`src/tcw_pkg.sv`:
```
// Shared constants, codes and types of the text console writer.
`default_nettype none

package tcw_pkg;

  // Screen geometry.
  localparam int COLUMNS       = 80;
  localparam int ROWS          = 25;
  localparam int TAB_STOP      = 4;
  localparam int CELL_COUNT    = COLUMNS * ROWS;
  localparam int LAST_ROW_HOME = CELL_COUNT - COLUMNS;
  localparam int PH_LAST       = (COLUMNS - 1) % TAB_STOP;

  // Field widths fixed by the interface.
  localparam int KIND_W   = 3;
  localparam int CHAR_W   = 8;
  localparam int COLOR_W  = 8;
  localparam int OFF_W    = 13;
  localparam int ORIGIN_W = 2;
  localparam int POS_W    = 11;
  localparam int STATUS_W = 2;
  localparam int CELL_W   = CHAR_W + COLOR_W;

  // Internal widths derived from the geometry.
  localparam int CUR_W = $clog2(CELL_COUNT);
  localparam int COL_W = $clog2(COLUMNS);
  localparam int PH_W  = $clog2(TAB_STOP);
  localparam int TN_W  = $clog2(TAB_STOP + 1);
  localparam int TGT_W = ((CUR_W > OFF_W) ? CUR_W : OFF_W) + 2;

  localparam logic [CHAR_W-1:0]  BLANK_CHAR  = 8'h20;
  localparam logic [COLOR_W-1:0] RESET_COLOR = 8'h04;

  localparam logic [CHAR_W-1:0] CH_BS  = 8'd8;
  localparam logic [CHAR_W-1:0] CH_TAB = 8'd9;
  localparam logic [CHAR_W-1:0] CH_NL  = 8'd10;
  localparam logic [CHAR_W-1:0] CH_CR  = 8'd13;

  typedef enum logic [KIND_W-1:0] {
    KIND_PUT    = 3'd0,
    KIND_SEEK   = 3'd1,
    KIND_REWIND = 3'd2,
    KIND_CLEAR  = 3'd3,
    KIND_READ   = 3'd4
  } kind_e;

  typedef enum logic [ORIGIN_W-1:0] {
    ORG_START = 2'd0,
    ORG_CUR   = 2'd1,
    ORG_END   = 2'd2,
    ORG_BAD   = 2'd3
  } origin_e;

  typedef enum logic [STATUS_W-1:0] {
    ST_OK         = 2'd0,
    ST_BAD_ORIGIN = 2'd1,
    ST_RANGE      = 2'd2
  } status_e;

  // Request to and response from the column unit.
  typedef struct packed {
    logic             start;
    logic [CUR_W-1:0] pos;
  } tcw_cd_req_t;

  typedef struct packed {
    logic             done;
    logic [COL_W-1:0] col;
    logic [PH_W-1:0]  ph;
  } tcw_cd_rsp_t;

endpackage

`default_nettype wire

```
`src/tcw_col_unit.sv`:
```
// Iterative unit that splits a cursor position into its column and tab phase.
`default_nettype none

module tcw_col_unit
  import tcw_pkg::*;
(
  input  wire logic        clk_i,
  input  wire logic        rst_ni,
  input  wire tcw_cd_req_t req_i,
  output tcw_cd_rsp_t      rsp_o
);

  typedef enum logic [1:0] {CD_IDLE, CD_COL, CD_PH} cd_state_e;

  cd_state_e        state_q;
  logic [CUR_W-1:0] rem_q;
  logic [COL_W-1:0] col_q;
  logic             done_q;

  logic [CUR_W-1:0] sub;
  logic [CUR_W-1:0] diff;
  logic             ge;

  // One subtractor serves both the row and the tab-stop reduction.
  always_comb begin
    sub  = (state_q == CD_COL) ? CUR_W'(COLUMNS) : CUR_W'(TAB_STOP);
    ge   = (rem_q >= sub);
    diff = rem_q - sub;
  end

  always_ff @(posedge clk_i or negedge rst_ni) begin
    if (!rst_ni) begin
      state_q <= CD_IDLE;
      rem_q   <= '0;
      col_q   <= '0;
      done_q  <= 1'b0;
    end else begin
      done_q <= (state_q == CD_PH) && !ge;
      unique case (state_q)
        CD_IDLE: begin
          if (req_i.start) begin
            rem_q   <= req_i.pos;
            state_q <= CD_COL;
          end
        end
        CD_COL: begin
          if (ge) begin
            rem_q <= diff;
          end else begin
            col_q   <= rem_q[COL_W-1:0];
            state_q <= CD_PH;
          end
        end
        CD_PH: begin
          if (ge) begin
            rem_q <= diff;
          end else begin
            state_q <= CD_IDLE;
          end
        end
        default: state_q <= CD_IDLE;
      endcase
    end
  end

  assign rsp_o.done = done_q;
  assign rsp_o.col  = col_q;
  assign rsp_o.ph   = rem_q[PH_W-1:0];

endmodule

`default_nettype wire

```
`config.mk`:
```
export PLATFORM = sky130hd
export DESIGN_NAME = tcw_col_unit
export DESIGN_NICKNAME = d
export VERILOG_FILES = /design/src/tcw_pkg.sv /design/src/tcw_col_unit.sv
export SDC_FILE = /design/constraint.sdc
export NUM_CORES = 1
export LEC_CHECK = 0
export ABC_AREA = 1
export BUFFER_PORTS_ARGS = -buffer_cell sky130_fd_sc_hd__buf_4
export CAP_MARGIN = 10
export CORE_ASPECT_RATIO = 2
export CORE_MARGIN = 1
export CORE_UTILIZATION = 31
export DETAILED_ROUTE_END_ITERATION = 12
export PLACE_DENSITY_LB_ADDON = 0.1
export SLEW_MARGIN = 10
export SYNTH_ARGS = -nofsm -noshare
export SYNTH_HDL_FRONTEND = slang
export SYNTH_SLANG_ARGS = --single-unit
```
`constraint.sdc`:
```
create_clock -name clk_i -period 2.8 [get_ports clk_i]
set_clock_uncertainty 0.05 [all_clocks]
set_input_delay 0 -clock clk_i [delete_from_list [all_inputs] [get_ports clk_i]]
set_output_delay 0 -clock clk_i [all_outputs]
set_load 0.05 [all_outputs]
```
==> metrics, run 1 <==
Req. time, crit path 2.95 ns; Final Setup Violations 0; Vias 1248; Layout area overhead 21.5%; global placer's final weighted congestion between 0.8 and 0.9; Iter 0 DRT Violations 19; clock sink total 21; gr usage total roughly 16%; Boundary Pins 24; clk buf depth 2; fin nets about 240; die width around 49 um; first-pass GRT wire length roughly 5.7 mm; Final Slew Violations 0; Post-synth EDFFs 0; crit path cell chain inv_1, ha_1, clkinv_1, ha_1, inv_1, nor3_1, nand2_1, nand3_2, nand2_2, nand2_4, nand2_1, nand2_1; CP arrival 2.58 ns; crit path max-delay cell type dfrtp_1; Worst-Skew Late Latency 0.26 ns; Worst-Margin Slew between 0.4 and 0.5 ns; outcome completed; Ys Warns 0; number of diodes 0; Hold Fails Final Rpt 0; row count 34; Rel. slew slack 69.4%; initial antenna violation count 0; port bufs 23; CTS buffer count 3; die area 4760 um2; Die Span Y 96.5 um; top_reg_cell synth dfrtp_1; worst-path fanout max 11; Critical Path Sink Type flip-flop; CTS tree built; Period Utilization, post-route 86.5%; Syn Inst Count about 190; H-tree levels 1; mapped cell area 1390 um2; total grt overflow 0; Yosys reg bits 21; Final Core Density 39.2%; RSZ-0062 raised after global routing false; Pre-antenna DRT Iters 4; share of layout cells above drive strength 1 19.9%; CP Class flip-flop to flip-flop; Detailed Place HPWL 2.84 mm; number of max-cap violations 0; most instantiated cells after synthesis 75 x nand2_1, 21 x dfrtp_1, 21 x nand3_1, 15 x inv_1, 12 x o21ai_0; vias in the first global route 1253; unique cell type count in the Yosys netlist 23; cell taking the most area after synthesis dfrtp_1; setup tns final 0 ns; Fmax achieved 0.413 GHz; max incr delay on CP 0.41 ns; register area share after synthesis 37.9%; Core Area 4300 um2; Hold Crit Class primary input to flip-flop; ANT nets after route 0; hold slack 0.00319 ns; Net Count, Synth 210; Root Buffer Master clkbuf_8; Synth top area share 37.9%; drt wl/cell roughly 13 um; count leader, synth nand2_1; Post-Syn Area per Cell between 7 and 8 um2; cell mode on critical path nand2_1; setup bufs post-CTS 0; DR vias/cell 4.62; pin count of the biggest net entering global routing 22; minimum clock period after layout about 2.4 ns; Area contributors post-synth dfrtp_1 38%, nand2_1 20%, nand3_1 7.6%, ha_1 6.3%, o21ai_0 4.3%; async set-reset flop share out of synthesis 100%; Clock transition at path regs about 0.080 ns; DRT Wirelength 3.47 mm; crit start category flip-flop; initial core utilization around a third; DRC errors left 0
[cell type report]
| class | instances | area (um2) |
|---|---|---|
| Fill cell | 480 | 2610 |
| Multi-Input combinational cell | 142 | 732 |
| Sequential cell | 21 | 526 |
| Timing Repair Buffer | 30 | 240 |
| Inverter | 19 | 71.3 |
| Tap cell | 54 | 67.6 |
| Clock buffer | 3 | 41.3 |
| Clock inverter | 1 | 5.00 |
[worst paths after layout]
| check | slack [ns] | startpoint | end | cells past startpoint |
|---|---|---|---|---|
| max | 0.38 | state_q[1] | rem_q[5] | 12 |
| min | 0.003 | req_i[5] | rem_q[5] | 5 |
| max reg2reg | 0.38 | state_q[1] | rem_q[5] | 12 |
| min reg2reg | 0.46 | col_q[2] | col_q[2] | 2 |
| max in group asynchronous | 2.38 | rst_ni | col_q[2] | 2 |
| min in group asynchronous | 0.10 | rst_ni | col_q[0] | 2 |
[stage by stage]
stage	std cells	setup slack [ns]	area (um2)
3_5_place_dp	260	0.380	1580
5_1_grt	270	0.160	1680
6_report	270	0.379	1680
3_3_place_gp	260	0.430	1580
4_1_cts	270	0.346	1680
2_1_floorplan	189	0.652	1390
[cells by family after synthesis]
family / synth area share [%]
AND/OR/NAND/NOR: 38.7
buffers and inverters: 9.21
flip-flops: 37.9
AO/OA/AOI/OAI: 4.97
adder cells (fa/ha/maj): 6.32
XOR/XNOR: 1.26
multiplexers: 1.63
[per-layer routing]
layer / vias to the layer above / global-route usage, % / wire length, um
li1: 643 / - / -
met1: 571 / 14.8 / 1260
met2: 26 / 34.0 / 2010
met3: 8 / 1.88 / 90
met4: 0 / 8.09 / 102
met5: - / 0 / 0
[sequential cells by signal, indices dropped and copies added (netlist names)]
signal and cells:
col_q 7, done_q 1, rem_q 11, state_q 2
[cells in the final DEF (no fill, tap or decap)]
cell type,count
inv_2,3
nand2_2,3
nand2_1,75
dlygate4sd3_1,6
buf_4,24
nor2_8,1
clkinv_2,1
nor2_2,1
dfrtp_1,21
a21oi_2,1
ha_1,7
nand3_2,1
nand2_4,2
o21ai_0,12
mux2_2,2
nor2_1,10
nand3_1,21
xor2_1,2
nor3_1,2
nand3b_1,1
clkbuf_8,3
clkinv_1,1
nor3_4,1
inv_1,15
[worst max-delay path: cells and delay by family (launching register included)]
| kind | cells | cell delay, ns |
|---|---|---|
| flops | 1 | 0.41 |
| buf+inv | 3 | 0.28 |
| simple gates | 7 | 1.10 |
| fa+ha+maj | 2 | 0.51 |
[timing repair]
action / 4_1_cts / 5_1_grt
gates resized for setup: 0 / 0
endpoints found under the hold margin: 26 / 0
hold buffers: 6 / 0
Power of run 1 is left out: the tool's default activity adds up to more than one toggle a clock period on the data nets, which glitch-free logic cannot reach.
==> run 2, diff against run 1 <==
--- a/config.mk
+++ b/config.mk
@@ -8,6 +8,8 @@
 export ABC_AREA = 1
 export BUFFER_PORTS_ARGS = -buffer_cell sky130_fd_sc_hd__buf_4
 export CAP_MARGIN = 10
+export CELL_PAD_IN_SITES_DETAIL_PLACEMENT = 1
+export CELL_PAD_IN_SITES_GLOBAL_PLACEMENT = 2
 export CORE_ASPECT_RATIO = 2
 export CORE_MARGIN = 1
 export CORE_UTILIZATION = 31
==> run 2 against run 1 <==
Utilization increased by 0.12 points. Sequential share of layout area decreased by 0.093 points. Largest cell class unchanged. Register-to-register slack improved by 0.13 ns. Wire length increased by 10%. Cell area increased by 0.30%. Critical endpoint is now rem_q[10]. Hold slack about the same.
==> metrics, run 2 (synthesized netlist as in run 1, its figures left out) <==
number of flip-flops in the largest register 11; row count 34; first-pass GRT wire length around 6.5 mm; Fmax achieved 0.436 GHz; Worst-Margin Slew around 0.46 ns; Final Setup Violations 0; fill cell count approximately 550; Pre-antenna DRT Iters 2; global placer's final weighted congestion 0.772; Placed Instance Area approximately 1600 um2; initial antenna violation count 0; setup tns final 0 ns; RSZ-0062 raised after global routing false; Clock transition at path regs 0.08 ns; drt wl/cell 14.1 um; H-tree levels 1; die width around 50 um; Worst-Skew Late Latency ~0.26 ns; clk buf depth 2; Period Utilization, post-route 81.9%; CTS buffer count 3; vias in the first global route 1439; area of the multi-input gates 732 um2; HP Start req_i[8]; most frequent cells in the layout 75 x nand2_1, 26 x buf_4, 21 x nand3_1, 21 x dfrtp_1, 15 x inv_1; share of layout cells above drive strength 1 20.7%; Finished Cell Area roughly 1700 um2; Req. time, crit path 2.90 ns; DRC errors left 0; Die Span Y roughly 97 um; total grt overflow 0; Boundary Pins 24; Worst Setup SP state_q[1]; Hold Fails Final Rpt 0; worst r2r src state_q[1]; DR vias/cell 4.79; crit start category flip-flop; Top reg by flops rem_q; Largest regs rem_q: 11 flops, col_q: 7 flops, state_q: 2 flops; Root Buffer Master clkbuf_8; hold slack 0.00318 ns; Layout area overhead 21.9%; minimum clock period after layout 2.29 ns; RR Endpoint rem_q[10]; cell mode on critical path nand2_1; Detailed Place HPWL 3.21 mm; Core Area between 4000 and 5000 um2; CTS tree built; CP Class flip-flop to flip-flop; r2r worst-path depth 13; die area 4760 um2; Final Slew Violations 0; crit path cell chain inv_1, ha_1, clkinv_1, ha_1, ha_1, o21ai_0, nand2_1, nand2_1, nand2_1, nand3_1, nand2_1, nand2_1, nand2_1; max incr delay on CP 0.41 ns; gr usage total a little under a fifth; outcome completed; reg2reg setup slack 0.51 ns; worst-path fanout max 4; CP arrival 2.39 ns; Hold Crit Class primary input to flip-flop; Rel. slew slack 69.0%; DRT Wirelength 3.82 mm; port bufs 23; commonest non-fill, non-tap cell in the layout nand2_1; clock sink total 21; Critical Path Sink Type flip-flop; number of diodes 0; Vias ~1300; pin count of the biggest net entering global routing 22; ANT nets after route 0; Setup crit end rem_q[10]; initial core utilization 32.2%; fin nets roughly 240; crit path max-delay cell type dfrtp_1; number of max-cap violations 0; Iter 0 DRT Violations 25; register area 526 um2
run 2: area by class of cell:
type	instances	area share (%)
repair buffers	31	14.5
multi-input cells	142	43.4
clock inverters	1	0.297
inverters	19	4.23
clock buffers	3	2.45
flip-flops and latches	21	31.1
well taps	54	4.00
run 2: worst max-delay path: cells and delay by family (launching register included):
kind / cells / cell delay (ns)
adders and majority gates: 3 / 0.64
and+or+nand+nor: 7 / 0.53
DFF: 1 / 0.41
AOI/OAI and AO/OA: 1 / 0.32
buffers and inverters: 2 / 0.25
run 2: worst min path at each step:
stage                 endpoint  slack [ns]  depth (start not counted)
detailed placement  state_q[1]       -0.14                          1
finish                rem_q[8]       0.003                          5
CTS                   rem_q[7]       0.001                          5
floorplan             col_q[0]       -0.35                          0
global route         rem_q[10]        0.01                          5
global placement    state_q[1]       -0.15                          1
run 2: through the flow:
| stage | util, % | worst slack (ns) | std cells |
|---|---|---|---|
| floorplan | - | 0.652 | 189 |
| global placement | 37.0 | 0.559 | 262 |
| detailed placement | 37.0 | 0.489 | 262 |
| CTS | 39.3 | 0.471 | 271 |
| global route | 39.3 | 0.327 | 271 |
| finish | 39.3 | 0.507 | 271 |
run 2: per-layer routing:
layer | routed length, um | up-vias | track usage (%)
met5 | 0 | - | 0
met4 | 52 | 0 | 5.88
met3 | 68 | 4 | 1.88
met2 | 2270 | 17 | 38.4
met1 | 1430 | 629 | 17.9
li1 | - | 647 | -
run 2: repair_timing:
item,in CTS,in global routing
endpoints found under the hold margin,25,0
setup buffers,0,0
gates resized for setup,0,0
hold buffers,5,0
Power of run 2 is left out for the same reason.
==> run 3, diff against run 2 <==
--- a/config.mk
+++ b/config.mk
@@ -5,7 +5,7 @@
 export SDC_FILE = /design/constraint.sdc
 export NUM_CORES = 1
 export LEC_CHECK = 0
-export ABC_AREA = 1
+export ABC_AREA = 0
 export BUFFER_PORTS_ARGS = -buffer_cell sky130_fd_sc_hd__buf_4
 export CAP_MARGIN = 10
 export CELL_PAD_IN_SITES_DETAIL_PLACEMENT = 1
==> constraint.sdc (replaced) <==
create_clock -name clk_i -period 1.95 [get_ports clk_i]
set_clock_uncertainty 0.05 [all_clocks]
set_input_delay 0 -clock clk_i [delete_from_list [all_inputs] [get_ports clk_i]]
set_output_delay 0 -clock clk_i [all_outputs]
set_load 0.05 [all_outputs]
==> run 3 against run 2 <==
The run now ends with setup timing left. Clock-buffer cell count unchanged. Register-to-register slack worse by 0.76 ns. Worst setup slack worse by 0.76 ns. Highest routed layer unchanged. Hold slack better by 0.014 ns. Critical endpoint is now col_q[4]. Via count down 4.1%. Global-route usage up 2.7 points. Critical path type unchanged.
==> metrics, run 3 <==
minimum clock period after layout 2.20 ns; Hold Crit Class primary input to flip-flop; die area 4570 um2; Placed Instances between 200 and 250; Rel. slew slack 69.3%; DR vias/cell approximately 5.2; Die Span Y 94.6 um; commonest non-fill, non-tap cell in the layout buf_4; Area contributors post-synth dfrtp_1 40%, ha_1 6.6%, mux2_4 5.6%, mux2i_1 4.5%, a21oi_1 3.8%; DRT Wirelength 4.18 mm; Buf/Inv on CP 2; register area 526 um2; CTS tree built; unique cell type count in the Yosys netlist 36; global placer's final weighted congestion 0.765; Finished Cell Area 2060 um2; clock sink total 21; initial core utilization 32.5%; total grt overflow 0; port bufs 23; violated checks setup timing; register area share after synthesis 39.5%; Top reg by flops rem_q; RSZ-0062 raised after global routing true; Detailed Place HPWL between 3 and 4 mm; async set-reset flop share out of synthesis 100%; Pre-antenna DRT Iters 2; drt wl/cell 17.4 um; initial antenna violation count 0; Fmax achieved 0.455 GHz; crit path cell chain inv_2, ha_4, inv_6, ha_4, and4b_1, a211o_4, a21oi_4, nand2_4, mux2_4; clk buf depth 2; Yosys reg bits 21; first-pass GRT wire length about 6.7 mm; Clock transition at path regs ~0.090 ns; max incr delay on CP 0.40 ns; Final Setup Violations 19; VDD IR-drop max between 0.9 and 1 mV; Largest regs rem_q: 11 flops, col_q: 7 flops, state_q: 2 flops; row count 33; CP Class flip-flop to flip-flop; CTS buffer count 3; Critical Path Sink Type flip-flop; hold slack 0.0174 ns; Placed Instance Area 1770 um2; worst-path fanout max 6; DRC errors left 0; number of max-cap violations 0; number of diodes 0; Final Slew Violations 0; worst hold stages 3; ANT nets after route 0; Core Area 4090 um2; CP arrival 2.31 ns; worst setup margin -0.248 ns; cell mode on critical path ha_4; Vias 1244; cell taking the most area after synthesis dfrtp_1; die width 48.3 um; Iter 0 DRT Violations 14; Req. time, crit path 2.06 ns; pin count of the biggest net entering global routing 22; Net Count, Synth ~150; reg2reg setup slack -0.25 ns; crit start category flip-flop; top_reg_cell synth dfrtp_1; r2r worst-path depth 9; most instantiated cells after synthesis 21 x dfrtp_1, 10 x a21oi_1, 8 x o22ai_1; Root Buffer Master clkbuf_8; Worst-Margin Slew 0.456 ns; Cell Pwr Density around 2000 nW/um2; Ys Warns 0; gr usage total between 20% and 30%; Synth top area share 39.5%; outcome finished with violations; leakage power between 0.9 and 1 nW; count leader, synth dfrtp_1; Post-synth EDFFs 0; share of layout cells above drive strength 1 48.7%; fin nets 211; fin cells 241; vias in the first global route 1412; CP Depth 9; crit path max-delay cell type dfrtp_1; Post-Syn Area per Cell 10.2 um2; Layout area overhead 55.1%; Boundary Pins 24; Period Utilization, post-route 113%; Hold Fails Final Rpt 0; mapped cell area roughly 1300 um2; area of the multi-input gates ~870 um2; H-tree levels 1; delay-heaviest family, CP compound AO/OA/AOI/OAI gates; number of flip-flops in the largest register 11; Worst-Skew Late Latency 0.28 ns; fill cell count 452; most frequent cells in the layout 50 x buf_4, 21 x dfrtp_1, 11 x dlygate4sd3_1; Syn Inst Count 130
run 3: path summary, 6_finish.rpt:
check,startpoint,endpoint
worst max-delay path,state_q[1],col_q[4]
worst min-delay path,req_i[10],rem_q[10]
worst max register to register,state_q[1],col_q[4]
worst min register to register,col_q[3],col_q[3]
max in group asynchronous,rst_ni,rem_q[3]
min in group asynchronous,rst_ni,col_q[5]
run 3: tightest hold or removal path: stages:
cell and delay [ns]:
buf_4 0.08, o22ai_1 0.07, nor3b_2 0.15
run 3: layer usage:
layer / track usage, % / up-vias / wire length (um)
li1: - / 590 / -
met1: 21.2 / 630 / 1450
met2: 38.7 / 17 / 2570
met3: 2.29 / 7 / 53
met4: 10.2 / 0 / 110
met5: 0 / - / 0
run 3: per-stage QoR:
step | total power [W] | setup TNS (ns) | setup slack, ns | utilization (%)
after floorplan | 0.00259 | -2.87 | -0.217 | -
after global placement | 0.00342 | -2.81 | -0.220 | 43.3
after detailed placement | 0.00355 | -4.04 | -0.275 | 43.3
after CTS | 0.00404 | -3.58 | -0.245 | 49.0
after global routing | 0.00449 | -5.50 | -0.342 | 50.4
final | 0.00418 | -3.65 | -0.248 | 50.4
run 3: cell type report:
cell class	count	share of cell area, %
Inverter	7	1.52
Tap cell	52	3.16
Sequential cell	21	25.5
Multi-Input combinational cell	93	42.3
Clock inverter	1	0.364
Timing Repair Buffer	64	25.2
Clock buffer	3	2.00
run 3: cell families (layout without fill, tap and decap cells):
| group | after synthesis | after routing | synth area share [%] |
|---|---|---|---|
| simple gates | 36 | 36 | 16.4 |
| compound gates | 36 | 36 | 18.3 |
| flops | 21 | 21 | 39.5 |
| buf+inv | 16 | 75 | 6.50 |
| fa+ha+maj | 7 | 7 | 6.59 |
| mux | 14 | 14 | 12.7 |
run 3: report_power, final:
| group | total [W] | switching [W] | internal (W) |
|---|---|---|---|
| logic | 0.00305 | 0.00159 | 0.00146 |
| registers | 0.000814 | 0.000174 | 0.000641 |
| clock network | 0.000320 | 0.000175 | 0.000145 |
run 3: what timing repair did:
action / CTS / global route
cloned: 0 / 0
setup buffers: 4 / 3
hold buffers: 11 / 0
setup endpoints to repair: 19 / 21
pin swaps: 5 / 1
gates resized for setup: 11 / 11
endpoints found under the hold margin: 31 / 0
No activity file was read; power rests on OpenSTA's default activity.
